`src/rtl/mlfd_pkg.sv`:
```
package mlfd_pkg;

  localparam logic [15:0] START_MARK       = 16'd16018;
  localparam logic [15:0] END_MARK         = 16'd16108;
  localparam logic [15:0] MIN_FRAME_LENGTH = 16'd8;
  localparam logic [15:0] MAX_LENGTH_RESET = 16'd8192;

  typedef enum logic [3:0] {
    PH_START_LO = 4'd0,
    PH_START_HI = 4'd1,
    PH_LEN_LO   = 4'd2,
    PH_LEN_HI   = 4'd3,
    PH_SID_LO   = 4'd4,
    PH_SID_HI   = 4'd5,
    PH_PAYLOAD  = 4'd6,
    PH_END_LO   = 4'd7,
    PH_END_HI   = 4'd8
  } phase_t;

  typedef enum logic [2:0] {
    KIND_PAYLOAD    = 3'd0,
    KIND_GOOD       = 3'd1,
    KIND_BAD_START  = 3'd2,
    KIND_BAD_END    = 3'd3,
    KIND_BAD_LENGTH = 3'd4
  } kind_t;

  typedef struct packed {
    phase_t      phase;
    logic [7:0]  held_low_byte;
    logic [15:0] total_length;
    logic [15:0] current_service;
    logic [15:0] bytes_seen;
  } parse_state_t;

  typedef struct packed {
    logic        valid;
    kind_t       kind;
    logic [7:0]  payload_byte;
    logic [15:0] service_id;
    logic [15:0] frame_length;
  } parse_result_t;

endpackage

```
`src/rtl/mlfd_in_if.sv`:
```
interface mlfd_in_if;
  logic       valid;
  logic       ready;
  logic [7:0] rx_byte;

  modport source (output valid, output rx_byte, input ready);
  modport sink   (input valid, input rx_byte, output ready);
endinterface

```
`src/rtl/mlfd_out_if.sv`:
```
interface mlfd_out_if;
  logic        valid;
  logic        ready;
  logic [2:0]  kind;
  logic [7:0]  payload_byte;
  logic [15:0] service_id;
  logic [15:0] frame_length;

  modport source (output valid, output kind, output payload_byte, output service_id,
                  output frame_length, input ready);
  modport sink   (input valid, input kind, input payload_byte, input service_id,
                  input frame_length, output ready);
endinterface

```
`src/rtl/mlfd_parser.sv`:
```
module mlfd_parser
  import mlfd_pkg::*;
(
  input  parse_state_t  st,
  input  logic [7:0]    rx_byte,
  input  logic [15:0]   max_len,
  output parse_state_t  st_nxt,
  output parse_result_t res
);

  logic [15:0] word;
  logic        start_bad;
  logic        len_bad;
  logic [15:0] seen_inc;
  logic [16:0] seen_plus_end;

  assign word          = {rx_byte, st.held_low_byte};
  assign start_bad     = (word != START_MARK);
  assign len_bad       = (word < MIN_FRAME_LENGTH) || (word > max_len);
  assign seen_inc      = st.bytes_seen + 16'd1;
  assign seen_plus_end = {1'b0, seen_inc} + 17'd2;

  // Next state. Any verdict returns to hunting with all fields cleared.
  always_comb begin
    st_nxt = st;
    unique case (st.phase)
      PH_START_HI: begin
        if (start_bad) begin
          st_nxt = '0;
          st_nxt.phase = PH_START_LO;
        end else begin
          st_nxt.bytes_seen = 16'd2;
          st_nxt.phase      = PH_LEN_LO;
        end
      end
      PH_LEN_LO: begin
        st_nxt.held_low_byte = rx_byte;
        st_nxt.bytes_seen    = 16'd3;
        st_nxt.phase         = PH_LEN_HI;
      end
      PH_LEN_HI: begin
        if (len_bad) begin
          st_nxt = '0;
          st_nxt.phase = PH_START_LO;
        end else begin
          st_nxt.total_length = word;
          st_nxt.bytes_seen   = 16'd4;
          st_nxt.phase        = PH_SID_LO;
        end
      end
      PH_SID_LO: begin
        st_nxt.held_low_byte = rx_byte;
        st_nxt.bytes_seen    = 16'd5;
        st_nxt.phase         = PH_SID_HI;
      end
      PH_SID_HI: begin
        st_nxt.current_service = word;
        st_nxt.bytes_seen      = 16'd6;
        st_nxt.phase = (st.total_length <= MIN_FRAME_LENGTH) ? PH_END_LO : PH_PAYLOAD;
      end
      PH_PAYLOAD: begin
        st_nxt.bytes_seen = seen_inc;
        if (seen_plus_end >= {1'b0, st.total_length}) begin
          st_nxt.phase = PH_END_LO;
        end
      end
      PH_END_LO: begin
        st_nxt.held_low_byte = rx_byte;
        st_nxt.bytes_seen    = seen_inc;
        st_nxt.phase         = PH_END_HI;
      end
      PH_END_HI: begin
        st_nxt = '0;
        st_nxt.phase = PH_START_LO;
      end
      default: begin
        // First start byte, also taken for any unused phase code.
        st_nxt               = '0;
        st_nxt.held_low_byte = rx_byte;
        st_nxt.bytes_seen    = 16'd1;
        st_nxt.phase         = PH_START_HI;
      end
    endcase
  end

  // Result word for this byte, if any.
  always_comb begin
    res = '0;
    unique case (st.phase)
      PH_START_HI: begin
        if (start_bad) begin
          res.valid = 1'b1;
          res.kind  = KIND_BAD_START;
        end
      end
      PH_LEN_HI: begin
        if (len_bad) begin
          res.valid        = 1'b1;
          res.kind         = KIND_BAD_LENGTH;
          res.frame_length = word;
        end
      end
      PH_PAYLOAD: begin
        res.valid        = 1'b1;
        res.kind         = KIND_PAYLOAD;
        res.payload_byte = rx_byte;
        res.service_id   = st.current_service;
      end
      PH_END_HI: begin
        res.valid        = 1'b1;
        res.kind         = (word == END_MARK) ? KIND_GOOD : KIND_BAD_END;
        res.service_id   = st.current_service;
        res.frame_length = st.total_length;
      end
      default: begin
        res = '0;
      end
    endcase
  end

endmodule

```
`src/rtl/marked_length_frame_deframer_core.sv`:
```
// An accepted byte word is registered in the input stage; its result word, if
// any, goes to the result register, which drives the output channel.
// Throughput: one byte word per cycle while the result register is not stalled,
// set by the single header/payload state update between those two registers.
// Reset: rst_n is synchronous and active low; it empties both stages, returns
// the parser to hunting for a start mark and sets max_len_r to 8192.
module marked_length_frame_deframer_core
  import mlfd_pkg::*;
(
  input  logic              clk,
  input  logic              rst_n,
  mlfd_in_if.sink           in_ch,
  mlfd_out_if.source        out_ch,
  input  logic              cfg_wr_en,
  input  logic [15:0]       cfg_wr_data
);

  // Configuration register: largest total frame length accepted.
  logic [15:0] max_len_r;

  always_ff @(posedge clk) begin
    if (!rst_n) begin
      max_len_r <= MAX_LENGTH_RESET;
    end else if (cfg_wr_en) begin
      max_len_r <= cfg_wr_data;
    end
  end

  // Input register stage. A byte sits here while the parser looks at it.
  logic       s1_valid_r;
  logic [7:0] s1_byte_r;

  // Parser state, updated only when the byte in the input stage retires.
  parse_state_t  st_r;
  parse_state_t  st_nxt;
  parse_result_t res;

  // Result register.
  logic          out_valid_r;
  parse_result_t out_r;

  logic s1_advance;

  mlfd_parser u_parser (
    .st      (st_r),
    .rx_byte (s1_byte_r),
    .max_len (max_len_r),
    .st_nxt  (st_nxt),
    .res     (res)
  );

  // A byte that makes no result word retires regardless of the output side.
  // A byte that makes one needs the result register to be empty or draining.
  assign s1_advance = s1_valid_r && (!res.valid || !out_valid_r || out_ch.ready);

  // The input stage takes a new byte whenever its current byte retires, so a
  // waiting result word does not hold up bytes that produce nothing.
  assign in_ch.ready = !s1_valid_r || s1_advance;

  always_ff @(posedge clk) begin
    if (!rst_n) begin
      s1_valid_r <= 1'b0;
    end else if (in_ch.ready) begin
      s1_valid_r <= in_ch.valid;
    end
  end

  always_ff @(posedge clk) begin
    if (in_ch.ready && in_ch.valid) begin
      s1_byte_r <= in_ch.rx_byte;
    end
  end

  // Hunting for the first start byte is phase code zero, so clearing the whole
  // state puts the parser there.
  always_ff @(posedge clk) begin
    if (!rst_n) begin
      st_r <= '0;
    end else if (s1_advance) begin
      st_r <= st_nxt;
    end
  end

  always_ff @(posedge clk) begin
    if (!rst_n) begin
      out_valid_r <= 1'b0;
    end else if (s1_advance && res.valid) begin
      out_valid_r <= 1'b1;
    end else if (out_ch.ready) begin
      out_valid_r <= 1'b0;
    end
  end

  always_ff @(posedge clk) begin
    if (s1_advance && res.valid) begin
      out_r <= res;
    end
  end

  assign out_ch.valid        = out_valid_r;
  assign out_ch.kind         = out_r.kind;
  assign out_ch.payload_byte = out_r.payload_byte;
  assign out_ch.service_id   = out_r.service_id;
  assign out_ch.frame_length = out_r.frame_length;

endmodule
```
`src/flat_wrapper.sv`:
```
// flat-port wrapper written by rule: the top's interface ports become plain ports
module marked_length_frame_deframer_core_flat import mlfd_pkg::*;
  (clk, rst_n, cfg_wr_en, cfg_wr_data, in_ch_valid, in_ch_rx_byte, in_ch_ready, out_ch_valid, out_ch_kind, out_ch_payload_byte, out_ch_service_id, out_ch_frame_length, out_ch_ready);
  mlfd_in_if in_ch_i ();
  mlfd_out_if out_ch_i ();
  input  logic clk;
  input  logic rst_n;
  input  logic cfg_wr_en;
  input  logic [15:0] cfg_wr_data;
  input wire logic [$bits(in_ch_i.valid)-1:0] in_ch_valid;
  input wire logic [$bits(in_ch_i.rx_byte)-1:0] in_ch_rx_byte;
  output wire logic [$bits(in_ch_i.ready)-1:0] in_ch_ready;
  output wire logic [$bits(out_ch_i.valid)-1:0] out_ch_valid;
  output wire logic [$bits(out_ch_i.kind)-1:0] out_ch_kind;
  output wire logic [$bits(out_ch_i.payload_byte)-1:0] out_ch_payload_byte;
  output wire logic [$bits(out_ch_i.service_id)-1:0] out_ch_service_id;
  output wire logic [$bits(out_ch_i.frame_length)-1:0] out_ch_frame_length;
  input wire logic [$bits(out_ch_i.ready)-1:0] out_ch_ready;
  assign in_ch_i.valid = in_ch_valid;
  assign in_ch_i.rx_byte = in_ch_rx_byte;
  assign in_ch_ready = in_ch_i.ready;
  assign out_ch_valid = out_ch_i.valid;
  assign out_ch_kind = out_ch_i.kind;
  assign out_ch_payload_byte = out_ch_i.payload_byte;
  assign out_ch_service_id = out_ch_i.service_id;
  assign out_ch_frame_length = out_ch_i.frame_length;
  assign out_ch_i.ready = out_ch_ready;
  marked_length_frame_deframer_core u_core (.clk(clk), .rst_n(rst_n), .in_ch(in_ch_i), .out_ch(out_ch_i), .cfg_wr_en(cfg_wr_en), .cfg_wr_data(cfg_wr_data));
endmodule
```
`config.mk`:
```
export PLATFORM = sky130hd
export DESIGN_NAME = marked_length_frame_deframer_core_flat
export DESIGN_NICKNAME = d
export VERILOG_FILES = /design/src/rtl/mlfd_pkg.sv /design/src/rtl/mlfd_in_if.sv /design/src/rtl/mlfd_out_if.sv /design/src/rtl/mlfd_parser.sv /design/src/rtl/marked_length_frame_deframer_core.sv /design/src/flat_wrapper.sv
export SDC_FILE = /design/constraint.sdc
export NUM_CORES = 1
export LEC_CHECK = 0
export ABC_AREA = 0
export BUFFER_PORTS_ARGS = -buffer_cell sky130_fd_sc_hd__buf_2
export CAP_MARGIN = 25
export CELL_PAD_IN_SITES_DETAIL_PLACEMENT = 0
export CELL_PAD_IN_SITES_GLOBAL_PLACEMENT = 2
export CORE_MARGIN = 1.5
export CORE_UTILIZATION = 30
export DETAILED_ROUTE_END_ITERATION = 8
export PLACE_DENSITY_LB_ADDON = 0.1
export SLEW_MARGIN = 25
export SYNTH_ARGS = -nofsm -noshare
export SYNTH_HDL_FRONTEND = slang
export SYNTH_SLANG_ARGS = --single-unit
```
`constraint.sdc`:
```
create_clock -name clk -period 6.8 [get_ports clk]
set_input_delay 2.04 -clock clk [delete_from_list [all_inputs] [get_ports clk]]
set_output_delay 2.04 -clock clk [all_outputs]
set_load 0.01 [all_outputs]
```
Word level (Yosys, flattened, before mapping)
Index checks and enable logic that the tools add are counted.
{ "totals": {"reg_bits": 129, "latchBits": 0, "mem_bits_rw": 0, "mem_bits_ro": 0, "input_bits": 29, "output_inout_bits": 45, "n_memories": 0} }
{ "op_classes": {"n_addsub": 2, "multipliers": 0, "div_mod_pow": 0, "order_cmp": 4, "eq_ne": 13, "shift": 0, "muxes": 23, "bitwise_logic": 3, "reduce_logical": 20} }
{ "op_table": {"columns": ["cell", "n"], "rows": [
  ["$pmux W16 S7", 1],
  ["$pmux W16 S4", 1],
  ["$mux W16", 3],
  ["$pmux W16 S3", 1],
  ["$mux W40", 1],
  ["$pmux W16 S2", 1],
  ["$pmux W4 S8", 1],
  ["$pmux W8 S4", 1],
  ["$add A16 B2 Y17 const B", 1],
  ["$ge A17 B16 Y1", 1],
  ["$add A16 B1 Y16 const B", 1],
  ["$eq A16 B14 Y1 const B", 1],
  ["$eq A4 B3 Y1 const B", 4],
  ["$gt A16 B16 Y1", 1],
  ["$le A16 B4 Y1 const B", 1],
  ["$lt A16 B4 Y1 const B", 1],
  ["$ne A16 B14 Y1 const B", 1],
  ["$pmux W4 S4", 1],
  ["$mux W4", 3],
  ["$eq A4 B2 Y1 const B", 2],
  ["$mux W8", 1],
  ["$reduce_and A4 Y1", 2],
  ["$mux W2", 3],
  ["$mux W3", 2],
  ["14 further kinds", 29]
]} }

Longest topological paths before layout
{ "logic_depth": {"word_depth": 10, "ltp_mapped": 17} }

Hierarchy
Synthesis repeated with hierarchy kept, for this count alone.
{ "unflattened": {"cells_unflattened": 834, "hier_area_um2": 7742.4} }
{ "modules_own_cells": {"columns": ["module", "n_inst", "cells_each", "area_each_um2"], "rows": [
  ["marked_length_frame_deframer_core", 1, 374, 4685.7],
  ["mlfd_parser", 1, 460, 3056.7]
]} }

Worst setup path before layout
Ideal clock, no wire load.
{ "synth_timing": {"path_kind": "input port to flip-flop", "start": "input port out_ch_ready", "end": "register u_core.out_r, in the netlist u_core.out_ch.frame_length[0], enable pin", "arrival_ns": 4.636, "required_ns": 6.352, "path_slack_ns": 1.716, "stages": 6, "path_buffers": 1, "cell_sequence": "nor2_1 nand3_1 o31a_1 o311ai_4 clkbuf_1 nor2b_1"} }
{ "synth_between": {"elab_chain_cells": 3} }
{ "synth_lines": {"columns": ["element", "line", "rtl"], "rows": [
  ["start: declaration", "flat_wrapper.sv:18", "input wire logic [$bits(out_ch_i.ready)-1:0] out_ch_ready;"],
  ["$logic_or A1 B1 Y1", "marked_length_frame_deframer_core.sv:54", "assign s1_advance = s1_valid_r && (!res.valid || !out_valid_r || out_ch.ready);"],
  ["$logic_and A1 B1 Y1", "marked_length_frame_deframer_core.sv:54", null],
  ["$logic_and A1 B1 Y1", "marked_length_frame_deframer_core.sv:95", "if (s1_advance && res.valid) begin"],
  ["end signal: assignment", "marked_length_frame_deframer_core.sv:96", "out_r <= res;"],
  ["end: declaration", "marked_length_frame_deframer_core.sv:40", "parse_result_t out_r;"]
]} }
Every way passes these cells.
A chain may end at the register's enable or synchronous reset.

Worst setup path after layout
{ "layout_timing": {"start": "register u_core.s1_byte_r[3]", "end": "output port in_ch_ready"} }
{ "layout_between": {"elab_chain_cells": 9} }
{ "layout_lines": {"columns": ["element", "line", "rtl"], "rows": [
  ["start: declaration", "marked_length_frame_deframer_core.sv:31", "logic [7:0] s1_byte_r;"],
  ["start signal: assignment", "marked_length_frame_deframer_core.sv:70", "s1_byte_r <= in_ch.rx_byte;"],
  ["$lt A16 B4 Y1 / $gt A16 B16 Y1 (equally long branches)", "mlfd_parser.sv:19", "assign len_bad = (word < MIN_FRAME_LENGTH) || (word > max_len);"],
  ["$logic_or A1 B1 Y1", "mlfd_parser.sv:19", null],
  ["$mux W4", "mlfd_parser.sv:97", "if (len_bad) begin"],
  ["$pmux W4 S4 *", "mlfd_parser.sv:89", "unique case (st.phase)"],
  ["$logic_not A1 Y1 *", "marked_length_frame_deframer_core.sv:54", null],
  ["$logic_or A1 B1 Y1 * (2 in a row)", "marked_length_frame_deframer_core.sv:54", null],
  ["$logic_and A1 B1 Y1 *", "marked_length_frame_deframer_core.sv:54", null],
  ["$logic_or A1 B1 Y1 *", "marked_length_frame_deframer_core.sv:58", "assign in_ch.ready = !s1_valid_r || s1_advance;"],
  ["end: declaration", "flat_wrapper.sv:12", "output wire logic [$bits(in_ch_i.ready)-1:0] in_ch_ready;"]
]} }
Every way passes the cells marked *; elsewhere a longest branch is shown, timed or not.

==> summary.md <==
| Metric | Value |
|---|---|
| Outcome | `finished, final reports clean` |
| PortBufs | `between 70 and 80` |
| Total Power | `0.00184 W` |
| CP Class | `reg2out` |
| First-pass GRT wire length | `31,900 um` |
| Critical Path AT | `approximately 3600 ps` |
| Filler instances | `2,339` |
| Flops & latches, synth | `129` |
| Final Slew Violations | `0` |
| CP Capture Type | `primary output` |
| Post-synth EDFFs | `51` |
| Synth top area cells | `dfxtp_1 23%, edfxtp_1 22%, ha_1 6.2%` |
| Cell area after synthesis | `a little under 7000 um^2` |
| Worst IR Drop VDD | `176 uV` |
| Placed Cells | `between 1,000 and 1,500` |
| HPWL after DPL | `between 10,000 and 15,000 um` |
| Top FF cell, synth | `dfxtp_1` |
| TritonCTS clock tree | `built` |
| Synth area leader | `dfxtp_1` |
| Worst-Skew Late Latency | `420 ps` |
| Overall via count from detail_route | `about 5,600` |
| Area delta synth->final | `16.8%` |
| Initial DRC count | `388` |
| Pwr dens | `roughly 230 nW/um^2` |
| Fin worst setup slack | `between 1000 and 1500 ps` |
| Total area of sequential cells | `3090 um^2` |
| Leakage | `slightly below 3 nW` |
| Tmin final | `5680 ps` |
| Actual slew at the worst max-slew pin | `about 970 ps` |
| Worst R2R Path Depth | `15` |
| Pin count of the biggest net entering global routing | `81` |
| Synth top area share | `around 23%` |
| Multi-input logic area | `about 3400 um^2` |
| ANT cells | `0` |
| Min-Delay Path Depth | `2` |
| I/O pins | `74` |
| Resized cells post-CTS | `0` |
| Final Hold Vio Count | `0` |
| DR vias/cell | `~5` |
| Post-synthesis sequential area ratio | `roughly 45%` |
| Htree depth | `4` |
| Number of global-route vias before repair | `5,528` |
| Met2 usage | `around 28%` |
| DRT antenna net count | `0` |
| FF-to-FF Start | `u_core.st_r[0]` |
| M3 GR Usage | `~3.1%` |
| Reg2reg setup slack | `2040 ps` |
| Post-Syn Instances | `738` |
| Routed len/inst | `18.6 um` |
| Critical Path Source Type | `flip-flop` |
| Max transition margin | `roughly a third` |
| Ys Warns | `0` |
| Die height | `roughly 150 um` |
| Post-route DRC | `0` |
| Post-synthesis area per instance | `a little over 9 um^2` |
| WL final | `20,300 um` |
| Pre-Repair DR Iteration Count | `4` |
| Starting Density | `around 30%` |
| Initial antenna violation count | `0` |
| Clock transition at path regs | `60 ps` |
| GRT busiest layer | `met2` |
| Final Skew | `~10 ps` |
| # rows | `between 50 and 60` |
| Post-Layout Cell Count | `~1,100` |
| RSZ-0062 raised after global routing | `false` |
| Layout cells sized above 1 | `between 10% and 20%` |
| Most frequent cell after synthesis | `dfxtp_1` |
| Setup TNS | `0 ps` |
| Remaining Overflow, GRT | `0` |
| Largest fanout on the critical path | `18` |
| Fmax | `approximately 180 MHz` |
| Clock sink count | `about 130` |
| Die area | `about 24,000 um^2` |
| Hold Crit Start | `u_core.st_r[22]` |
| Hold Path Class | `reg2reg` |
| Nets | `approximately 850` |
| Hold EP | `u_core.st_r[22]` |
| Net Count, Synth | `around 800` |
| Data required time at the worst endpoint | `between 4000 and 5000 ps` |
| Final worst path period share | `83.5%` |
| Dpl ws | `1510 ps` |
| Worst-case clock buffer depth | `2` |
| Max cap viols | `0` |
| Grt met1 use | `24.2%` |
| Synth unique cells | `between 60 and 70` |
| # setup viols final | `0` |
| CTS buffer count | `17` |
| Synth cell count leaders | `78 x dfxtp_1, 73 x nand2_1, 54 x nand3_1, 51 x edfxtp_1, 47 x o21ai_0` |
| Final design area excluding fillers | `8030 um^2` |
| R2r endpoint | `u_core.st_r[57]` |
| DP Area | `around 7500 um^2` |
| Post-synth ARST share | `0%` |
| CTS hold repair buffers | `0` |
| Setup bufs post-CTS | `0` |
| Clk root buf | `clkbuf_16` |
| Global placement routability congestion | `0.795` |
| Core area | `22,600 um^2` |
| DIE WIDTH | `~150 um` |
| Total track usage | `about 17%` |
==> kinds of logic (layout without fill, tap and decap cells) <==
| group | Yosys count | after routing | share of synthesized area (%) |
|---|---|---|---|
| xor gates and xnor gates | 24 | 24 | 3.06 |
| buffers and inverters | 88 | 152 | 5.31 |
| and+or+nand+nor | 288 | 288 | 22.0 |
| muxes | 18 | 18 | 2.62 |
| AOI/OAI and AO/OA | 157 | 157 | 15.8 |
| DFF | 129 | 129 | 45.0 |
| adders and majority gates | 34 | 34 | 6.19 |
==> through the flow <==
stage | hold slack (ps) | util (%)
floorplan | 431 | -
global placement | 449 | 33.1
detailed placement | 448 | 33.1
CTS | 460 | 35.5
global route | 478 | 35.6
finish | 456 | 35.6
==> layout by cell type (no fill, tap or decap), types with 7 or more instances in the layout <==
cell type,count
nor3_1,12
mux2i_1,18
edfxtp_1,51
nand3_1,54
o21ai_0,47
a21boi_1,11
a21boi_0,18
and2_1,17
inv_1,39
nor2b_1,41
nor4_1,11
nand4_1,11
nor2_1,30
dfxtp_1,78
buf_4,7
xnor2_1,15
a22o_1,17
ha_1,34
buf_2,73
a21oi_1,20
nand2_1,73
clkbuf_16,17
xor2_1,9
==> worst max-delay path: stages (launching register included) <==
cell	delay (ps)
edfxtp_1	580
ha_1	380
nand4_1	140
nor4_1	340
a21bo_2	270
a31oi_1	330
o21a_1	640
nand2b_1	260
nand3_1	120
buf_2	160
==> metal layers <==
metal  routed length, um  vias up
met2                9200      130
li1                    -     2750
met5                   0        -
met1                9970     2684
met4                 282        0
met3                 813       20
==> worst max path at each step <==
stage | from | end | slack (ps) | cells past startpoint
6_report | u_core.s1_byte_r[3] | in_ch_ready | 1120 | 9
5_1_grt | u_core.s1_byte_r[3] | in_ch_ready | 850 | 9
4_1_cts | u_core.s1_byte_r[3] | in_ch_ready | 1060 | 9
3_5_place_dp | u_core.s1_byte_r[3] | in_ch_ready | 1510 | 9
3_3_place_gp | u_core.s1_byte_r[3] | in_ch_ready | 1560 | 9
2_1_floorplan | out_ch_ready | u_core.out_ch.frame_length[0] | 1720 | 6
==> sequential cells by signal, summed over array words and instances (netlist names) <==
| signal | count |
|---|---|
| u_core.st_r | 60 |
| u_core.max_len_r | 16 |
| u_core.out_ch.frame_length | 16 |
| u_core.out_ch.service_id | 16 |
| u_core.out_ch.payload_byte | 8 |
| u_core.s1_byte_r | 8 |
| u_core.out_ch.kind | 3 |
| u_core.out_ch.valid | 1 |
| u_core.s1_valid_r | 1 |
==> report_power, final <==
group / internal (W) / switching [W]
logic: 0.0000460 / 0.0000683
clock network: 0.000505 / 0.000376
registers: 0.000822 / 0.0000225
total: 0.00137 / 0.000467
==> final cells by class <==
class / count / share of cell area (%)
Multi-Input combinational cell: 521 / 43.0
Sequential cell: 129 / 38.5
Timing Repair Buffer: 81 / 5.35
Clock buffer: 17 / 5.30
Tap cell: 285 / 4.44
Inverter: 39 / 1.82
Clock inverter: 15 / 1.61
Power figures use the tool's default switching activity.
